`src/rtl/cip_pkg.sv`:
```
// ----------------------------------------------------------------------------
// Checked integer power package
// Shared widths, microcode step numbers, control word type and the
// microcode program of the square-and-multiply sequencer.
// ----------------------------------------------------------------------------
package cip_pkg;

   // Widths of the stream fields.
   localparam int VALUE_W       = 64;
   localparam int REQ_DATA_W    = 2 * VALUE_W;
   localparam int REQ_USER_W    = 2;
   localparam int RSP_DATA_W    = VALUE_W;
   localparam int RSP_USER_W    = 2;

   // Default operand width in bytes.
   localparam int VALUE_BYTES_DEF = 8;

   // The multiplier forms four half-width partial products per multiply.
   localparam int NUM_PP = 4;
   localparam int MC_W   = 3;
   localparam logic [MC_W-1:0] MC_DONE = MC_W'(NUM_PP);

   // Microcode step numbers.
   typedef logic [3:0] upc_type;
   localparam upc_type S_IDLE   = 4'd0;
   localparam upc_type S_PREP   = 4'd1;
   localparam upc_type S_ZCHK   = 4'd2;
   localparam upc_type S_TEST   = 4'd3;
   localparam upc_type S_CHKBAD = 4'd4;
   localparam upc_type S_MULA   = 4'd5;
   localparam upc_type S_WRA    = 4'd6;
   localparam upc_type S_SQ     = 4'd7;
   localparam upc_type S_SKIPSQ = 4'd8;
   localparam upc_type S_MULS   = 4'd9;
   localparam upc_type S_WRS    = 4'd10;
   localparam upc_type S_FIN    = 4'd11;
   localparam upc_type S_RET    = 4'd12;

   // Datapath actions.
   typedef enum logic [3:0] {
      A_NONE,
      A_LOAD,
      A_PREP,
      A_SETFAIL,
      A_MUL_ACC,
      A_MUL_SQ,
      A_WRACC,
      A_SHIFT,
      A_WRSQ,
      A_FINISH
   } action_type;

   // Jump conditions; a true condition jumps to the target, else fall through.
   typedef enum logic [3:0] {
      C_ALWAYS,
      C_NO_START,
      C_EXP_NEG,
      C_EXP_ZERO,
      C_BIT_CLEAR,
      C_SQ_BAD,
      C_MUL_BUSY,
      C_OVF,
      C_EXP_LAST,
      C_OUT_BUSY
   } cond_type;

   typedef struct packed {
      action_type action;
      cond_type   cond;
      upc_type    target;
   } ctrl_type;

   // Microcode program, one control word per step.
   function automatic ctrl_type ucode(upc_type step);
      ctrl_type cw;
      case (step)
         S_IDLE:   cw = '{A_LOAD,    C_NO_START,  S_IDLE};
         S_PREP:   cw = '{A_PREP,    C_EXP_NEG,   S_FIN};
         S_ZCHK:   cw = '{A_NONE,    C_EXP_ZERO,  S_FIN};
         S_TEST:   cw = '{A_NONE,    C_BIT_CLEAR, S_SQ};
         S_CHKBAD: cw = '{A_SETFAIL, C_SQ_BAD,    S_FIN};
         S_MULA:   cw = '{A_MUL_ACC, C_MUL_BUSY,  S_MULA};
         S_WRA:    cw = '{A_WRACC,   C_OVF,       S_FIN};
         S_SQ:     cw = '{A_SHIFT,   C_EXP_LAST,  S_FIN};
         S_SKIPSQ: cw = '{A_NONE,    C_SQ_BAD,    S_TEST};
         S_MULS:   cw = '{A_MUL_SQ,  C_MUL_BUSY,  S_MULS};
         S_WRS:    cw = '{A_WRSQ,    C_ALWAYS,    S_TEST};
         S_FIN:    cw = '{A_FINISH,  C_OUT_BUSY,  S_FIN};
         S_RET:    cw = '{A_NONE,    C_ALWAYS,    S_IDLE};
         default:  cw = '{A_NONE,    C_ALWAYS,    S_IDLE};
      endcase
      return cw;
   endfunction

endpackage

```
`src/rtl/checked_integer_power_top.sv`:
```
// Square-and-multiply over each exponent bit up to the highest set bit. A negative exponent
// goes from the prepare step straight to the finish step, a zero exponent after the zero check.
// Each multiply runs on one shared half-width multiplier (four partial products and a final
// accumulate); one item is worked on at a time, and the next item is accepted once the
// sequencer has passed from the finish step through the return step back to idle.
// Reset is synchronous, active high.
// ----------------------------------------------------------------------------
// Checked integer power
// Square-and-multiply exponentiation with overflow checking, run by a
// microcoded sequencer over a shared multiplier.
// ----------------------------------------------------------------------------
module checked_integer_power_top #(
   parameter int VALUE_BYTES = cip_pkg::VALUE_BYTES_DEF
) (
   input  logic                           clock,
   input  logic                           reset,
   // req_tdata: base_value [63:0], exponent_value [127:64]
   input  logic                           req_tvalid,
   output logic                           req_tready,
   input  logic [cip_pkg::REQ_DATA_W-1:0] req_tdata,
   // req_tuser: base_is_signed [0], exponent_is_signed [1]
   input  logic [cip_pkg::REQ_USER_W-1:0] req_tuser,
   // rsp_tdata: power_value [63:0]
   output logic                           rsp_tvalid,
   input  logic                           rsp_tready,
   output logic [cip_pkg::RSP_DATA_W-1:0] rsp_tdata,
   // rsp_tuser: power_is_signed [0], status [1]
   output logic [cip_pkg::RSP_USER_W-1:0] rsp_tuser
);
   import cip_pkg::*;

   localparam int W  = 8 * VALUE_BYTES;
   localparam int H  = W / 2;
   localparam int PW = 2 * W;
   localparam logic [W-1:0] WTOP = {1'b1, {(W-1){1'b0}}};

   // Sequencer state.
   upc_type         upc_ff, upc_in;
   logic [MC_W-1:0] mc_ff, mc_in;
   ctrl_type        ctrl;
   logic            take;

   // Datapath registers.
   logic [W-1:0]  sq_ff, sq_in;
   logic [W-1:0]  acc_ff, acc_in;
   logic [W-1:0]  expo_ff, expo_in;
   logic          exp_signed_ff, exp_signed_in;
   logic          base_signed_ff, base_signed_in;
   logic          neg_ff, neg_in;
   logic          sq_bad_ff, sq_bad_in;
   logic          fail_ff, fail_in;
   logic [W-1:0]  pp_ff, pp_in;
   logic [1:0]    sh_ff, sh_in;
   logic [PW-1:0] prod_ff, prod_in;

   // Output register.
   logic                  rsp_tvalid_ff, rsp_tvalid_in;
   logic [VALUE_W-1:0]    rsp_value_ff, rsp_value_in;
   logic                  rsp_signed_ff, rsp_signed_in;
   logic                  rsp_status_ff, rsp_status_in;

   logic         out_busy;
   logic         prod_ovf;
   logic [W-1:0] mul_x;
   logic [H-1:0] x_half;
   logic [H-1:0] y_half;
   logic         fin_fail;
   logic [W-1:0] acc_neg;

   assign ctrl       = ucode(upc_ff);
   assign req_tready = (upc_ff == S_IDLE);
   assign out_busy   = rsp_tvalid_ff && !rsp_tready;
   assign prod_ovf   = |prod_ff[PW-1:W];

   // Multiplier operands: counter bit 0 picks the half of x, bit 1 the half of y.
   assign mul_x  = (ctrl.action == A_MUL_ACC) ? acc_ff : sq_ff;
   assign x_half = mc_ff[0] ? mul_x[W-1:H] : mul_x[H-1:0];
   assign y_half = mc_ff[1] ? sq_ff[W-1:H] : sq_ff[H-1:0];

   // A negative result above the most negative value does not fit.
   assign fin_fail = fail_ff || (neg_ff && (acc_ff > WTOP));

   // Negated magnitude at the operand width.
   assign acc_neg = W'(0) - acc_ff;

   // Jump condition of the current step.
   always_comb begin
      case (ctrl.cond)
         C_ALWAYS:    take = 1'b1;
         C_NO_START:  take = !req_tvalid;
         C_EXP_NEG:   take = exp_signed_ff && expo_ff[W-1];
         C_EXP_ZERO:  take = (expo_ff == '0);
         C_BIT_CLEAR: take = !expo_ff[0];
         C_SQ_BAD:    take = sq_bad_ff;
         C_MUL_BUSY:  take = (mc_ff != MC_DONE);
         C_OVF:       take = prod_ovf;
         C_EXP_LAST:  take = (expo_ff[W-1:1] == '0);
         C_OUT_BUSY:  take = out_busy;
         default:     take = 1'b0;
      endcase
   end

   // Datapath actions and next step.
   always_comb begin
      upc_in         = take ? ctrl.target : upc_ff + 4'd1;
      mc_in          = '0;
      sq_in          = sq_ff;
      acc_in         = acc_ff;
      expo_in        = expo_ff;
      exp_signed_in  = exp_signed_ff;
      base_signed_in = base_signed_ff;
      neg_in         = neg_ff;
      sq_bad_in      = sq_bad_ff;
      fail_in        = fail_ff;
      pp_in          = pp_ff;
      sh_in          = sh_ff;
      prod_in        = prod_ff;
      rsp_tvalid_in  = rsp_tvalid_ff && !rsp_tready;
      rsp_value_in   = rsp_value_ff;
      rsp_signed_in  = rsp_signed_ff;
      rsp_status_in  = rsp_status_ff;

      case (ctrl.action)
         A_LOAD: begin
            if (req_tvalid) begin
               sq_in          = req_tdata[W-1:0];
               expo_in        = req_tdata[VALUE_W +: W];
               base_signed_in = req_tuser[0];
               exp_signed_in  = req_tuser[1];
               acc_in         = W'(1);
               neg_in         = 1'b0;
               sq_bad_in      = 1'b0;
               fail_in        = 1'b0;
            end
         end
         A_PREP: begin
            // A negative exponent gives zero; a negative base is made positive.
            if (exp_signed_ff && expo_ff[W-1]) begin
               acc_in = '0;
            end else if (base_signed_ff && sq_ff[W-1]) begin
               sq_in  = W'(0) - sq_ff;
               neg_in = expo_ff[0];
            end
         end
         A_SETFAIL: begin
            fail_in = sq_bad_ff;
         end
         A_MUL_ACC, A_MUL_SQ: begin
            // One partial product per cycle, each accumulated in the following cycle.
            if (mc_ff != MC_DONE) begin
               pp_in = W'(x_half) * W'(y_half);
               sh_in = 2'(mc_ff[0]) + 2'(mc_ff[1]);
               mc_in = mc_ff + MC_W'(1);
            end
            if (mc_ff == '0) begin
               prod_in = '0;
            end else begin
               prod_in = prod_ff + (PW'(pp_ff) << (H * int'(sh_ff)));
            end
         end
         A_WRACC: begin
            acc_in  = prod_ff[W-1:0];
            fail_in = prod_ovf;
         end
         A_SHIFT: begin
            expo_in = expo_ff >> 1;
         end
         A_WRSQ: begin
            sq_in     = prod_ff[W-1:0];
            sq_bad_in = prod_ovf;
         end
         A_FINISH: begin
            if (!out_busy) begin
               rsp_tvalid_in = 1'b1;
               rsp_status_in = fin_fail;
               rsp_signed_in = !fin_fail && neg_ff;
               if (fin_fail) begin
                  rsp_value_in = '0;
               end else if (neg_ff) begin
                  rsp_value_in = VALUE_W'(acc_neg);
               end else begin
                  rsp_value_in = VALUE_W'(acc_ff);
               end
            end
         end
         default: begin
         end
      endcase
   end

   // Control registers.
   always_ff @(posedge clock) begin
      if (reset) begin
         upc_ff        <= S_IDLE;
         mc_ff         <= '0;
         rsp_tvalid_ff <= 1'b0;
      end else begin
         upc_ff        <= upc_in;
         mc_ff         <= mc_in;
         rsp_tvalid_ff <= rsp_tvalid_in;
      end
   end

   // Payload registers.
   always_ff @(posedge clock) begin
      sq_ff          <= sq_in;
      acc_ff         <= acc_in;
      expo_ff        <= expo_in;
      exp_signed_ff  <= exp_signed_in;
      base_signed_ff <= base_signed_in;
      neg_ff         <= neg_in;
      sq_bad_ff      <= sq_bad_in;
      fail_ff        <= fail_in;
      pp_ff          <= pp_in;
      sh_ff          <= sh_in;
      prod_ff        <= prod_in;
      rsp_value_ff   <= rsp_value_in;
      rsp_signed_ff  <= rsp_signed_in;
      rsp_status_ff  <= rsp_status_in;
   end

   assign rsp_tvalid = rsp_tvalid_ff;
   assign rsp_tdata  = rsp_value_ff;
   assign rsp_tuser  = {rsp_status_ff, rsp_signed_ff};

`ifndef SYNTHESIS
   // The partial product counter only runs inside a multiply step.
   a_mc_in_mul: assert property (@(posedge clock) disable iff (reset)
      (mc_ff != '0) |-> (upc_ff == S_MULA || upc_ff == S_MULS))
      else $error("multiply counter active outside a multiply step");

   // A new result is only loaded by the finish step.
   a_rsp_from_fin: assert property (@(posedge clock) disable iff (reset)
      $rose(rsp_tvalid_ff) |-> ($past(upc_ff) == S_FIN))
      else $error("result loaded outside the finish step");

   // An overflow result never carries a negative sign.
   a_fail_unsigned: assert property (@(posedge clock) disable iff (reset)
      rsp_tvalid_ff |-> !(rsp_status_ff && rsp_signed_ff))
      else $error("overflow result marked as negative");

   // The step counter stays within the program.
   a_upc_range: assert property (@(posedge clock) disable iff (reset)
      upc_ff <= S_RET)
      else $error("step counter beyond program end");
`endif

endmodule
```
`config.mk`:
```
export PLATFORM = sky130hd
export DESIGN_NAME = checked_integer_power_top
export DESIGN_NICKNAME = d
export VERILOG_FILES = /design/src/rtl/cip_pkg.sv /design/src/rtl/checked_integer_power_top.sv
export SDC_FILE = /design/constraint.sdc
export NUM_CORES = 2
export LEC_CHECK = 0
export BUFFER_PORTS_ARGS = -buffer_cell sky130_fd_sc_hd__buf_4
export CORE_MARGIN = 3
export CORE_UTILIZATION = 40
export DETAILED_ROUTE_END_ITERATION = 10
export PLACE_DENSITY = 0.55
export SYNTH_ARGS = -nofsm -noshare
export SYNTH_HDL_FRONTEND = slang
export SYNTH_SLANG_ARGS = --single-unit
```
`constraint.sdc`:
```
create_clock -name clock -period 10.8 [get_ports clock]
set_input_delay 1.62 -clock clock [delete_from_list [all_inputs] [get_ports clock]]
set_output_delay 1.62 -clock clock [all_outputs]
set_load 0.02 [all_outputs]
```
==> impl_metrics.env <==
export IMPL_die_area_um2=162000
export IMPL_slew_headroom_pct=2.15
export IMPL_clk_path_buf_depth=3
export IMPL_cts_tree="built"
export IMPL_rows=145
export IMPL_cts_root_buf="clkbuf_16"
export IMPL_final_area_um2=69300
export IMPL_setup_worst_path_end_class="flop"
export IMPL_postCtsHoldBufs=0
export IMPL_rr_startpoint="ctrl[11]"
export IMPL_wirelength_um=253000
export IMPL_viasPerCell=5.69
export IMPL_ys_types=86
export IMPL_placeableCoreArea_um2=156000
export IMPL_synth_edf_count=457
export IMPL_synth_top_cell_area_share_pct=28.5
export IMPL_whs_ns=0.500
export IMPL_critPathSlowestCell="fa_1"
export IMPL_fin_tns_setup_ns=0
export IMPL_cts_inserted_buffers=57
export IMPL_grt_pass1_wl_um=366000
export IMPL_clk_latency_ns=0.70
export IMPL_period_minus_slack_ns=10.51
export IMPL_hold_viol=0
export IMPL_path_max_fanout=62
export IMPL_clock_sinks=477
export IMPL_antenna_found_initial=5
export IMPL_io_buffers=201
export IMPL_avgSynthCellArea_um2=9.16
export IMPL_worstMarginPinSlew_ns=1.44
export IMPL_clkSlewWorstSetupHoldPaths_ns=0.07
export IMPL_grt_max_degree=129
export IMPL_drc_errors=0
export IMPL_synth_top_area_cell="fa_1"
export IMPL_nNetsFinal=8380
export IMPL_slew_viol_final=0
export IMPL_n_fill_cell=15372
export IMPL_maxCapViolations=1
export IMPL_path_delay_family="adder cells"
export IMPL_holdPathEnd="upc_ff[0]"
export IMPL_grtUsageTotal_pct=31.0
export IMPL_syn_to_final_growth_pct=9.93
export IMPL_min_path_type="flop to flop"
export IMPL_synth_most_common_cell="nor2_1"
export IMPL_syn_area_um2=63000
export IMPL_grt_pass1_vias=52068
export IMPL_dpl_hpwl_um=204000
export IMPL_io_pins=202
export IMPL_die_h_um=403
export IMPL_ys_top_cells_by_area="fa_1 28%, edfxtp_1 22%, ha_1 8.0%"
export IMPL_synthCells=6884
export IMPL_skew_ns=0.0410
export IMPL_syn_nets=8317
export IMPL_die_w_um=403
export IMPL_placed_area_um2=67400
export IMPL_violations="capacitance limit"
export IMPL_reg2regPathDepth=33
export IMPL_cp_common_cell="fa_1"
export IMPL_rsz0062_at_grt="false"
export IMPL_postRouteAntennaNets=0
export IMPL_r2r_slack_ns=0.29
export IMPL_wl_per_cell_um=27.9
export IMPL_yosys_register_bits=477
export IMPL_holdCritStartpoint="ctrl[0]"
export IMPL_synth_common_cells="971 x nor2_1, 934 x inv_1, 897 x fa_1"
export IMPL_grt_remaining_overflow=0
export IMPL_h_tree_depth=2
export IMPL_drive_gt1_share_pct=9.58
export IMPL_startpoint_type="flop"
export IMPL_finalCritPeriodShare_pct=97.3
export IMPL_cp_data_arrival_time_ns=10.92
export IMPL_ys_seq_area_share_pct=22.4
export IMPL_start_util_pct=40.3
export IMPL_fmax_mhz=95.2
export IMPL_path_class="flop to flop"
export IMPL_r2r_end="pp_ff[62]"
export IMPL_setup_viol=0
export IMPL_drt_initial_drc_count=5615
export IMPL_register_area_um2=14100
export IMPL_cp_slowest_stage_delay_ns=0.64
export IMPL_synth_warning_count=0
export IMPL_synthFlopType="edfxtp_1"
export IMPL_multiInputGateArea_um2=44400
export IMPL_status="finished with violations"
export IMPL_holdPathStages=2
export IMPL_synthArstFlopShare_pct=0
export IMPL_vias=51562
export IMPL_path_buf_inv=7
export IMPL_drtPass1Iterations=6
export IMPL_gp_congestion=1.02
export IMPL_critPathRequiredTime_ns=11.22
## tightest hold or removal path, delay by kind of cell (launching register included)
family / cells / cell delay (ns)
compound gates: 1 / 0.09
flops: 1 / 0.31
simple gates: 1 / 0.07
## cell families (layout without fill, tap and decap cells)
group / count (synthesis) / in the layout / share of synthesized area, %
and+or+nand+nor: 2367 / 2367 / 16.4
buffers and inverters: 1308 / 1416 / 7.87
adders and majority gates: 1299 / 1299 / 36.5
AOI/OAI and AO/OA: 975 / 975 / 9.96
DFF: 477 / 477 / 22.4
xor gates and xnor gates: 291 / 291 / 4.04
muxes: 167 / 167 / 2.86
other: 0 / 5 / 0
## flip-flops by register name, summed over array words and instances (netlist names)
name            count
neg_ff              1
ctrl               12
rsp_signed_ff       1
expo_ff            64
exp_signed_ff       1
rsp_status_ff       1
acc_ff             64
fail_ff             1
prod_ff           128
mc_ff               3
sh_ff               2
upc_ff              4
rsp_tvalid          1
pp_ff              64
sq_bad_ff           1
base_signed_ff      1
rsp_tdata          64
sq_ff              64
## stage by stage
stage	setup WS, ns	util [%]	std cells
after global placement	0.543	43.1	8941
final	0.294	44.3	9055
after global routing	0.00625	44.3	9050
after floorplan	1.63	-	6884
after detailed placement	0.447	43.1	8941
after CTS	0.370	44.2	9045
## metal layers
metal	track usage (%)	share of wire [%]
met1	42.6	41
met2	46.2	43
met3	7.64	10
met4	14.2	5.8
met5	0.268	0
## area by class of cell
cell class | instances | area share (%)
diodes | 5 | 0.0181
clock buffers | 69 | 2.12
clock inverters | 35 | 0.478
inverters | 934 | 5.06
multi-input cells | 5099 | 64.0
flip-flops and latches | 477 | 20.4
well taps | 2058 | 3.72
repair buffers | 378 | 4.20
## worst max path at each step
stage / cells after the start / from / end / slack (ns)
after floorplan: 37 / ctrl[10] / pp_ff[62] / 1.63
after global placement: 32 / ctrl[11] / pp_ff[62] / 0.54
after detailed placement: 33 / ctrl[11] / pp_ff[62] / 0.45
final: 33 / ctrl[11] / pp_ff[62] / 0.29
after global routing: 33 / ctrl[11] / pp_ff[62] / 0.006
after CTS: 33 / ctrl[11] / pp_ff[62] / 0.37
## cells in the final DEF (no fill, tap or decap), types with 28 or more instances in the layout
cell type	instances
clkbuf_16	57
or3_1	32
edfxtp_1	457
fa_1	897
nand2b_1	29
nand3_1	82
a21oi_1	223
a22o_1	35
nand4_1	76
nor4_1	58
ha_1	402
o21bai_1	35
nand2_1	801
nor2b_1	51
a31oi_1	28
mux2i_1	45
xor2_1	149
mux2_2	91
xnor2_1	142
inv_1	933
o21a_1	59
buf_4	372
nor3_1	53
nor2_1	967
o21ai_0	231
a22oi_1	62
a21o_1	104
and2_1	114
## timing repair
| action | 4_1_cts | 5_1_grt |
|---|---|---|
| setup buffers | 0 | 5 |
| resized for setup | 0 | 3 |
| endpoints found under the setup margin | 0 | 5 |
Power is left out: the tool's default activity adds up to more than one toggle a clock period on the data nets, which glitch-free logic cannot reach.
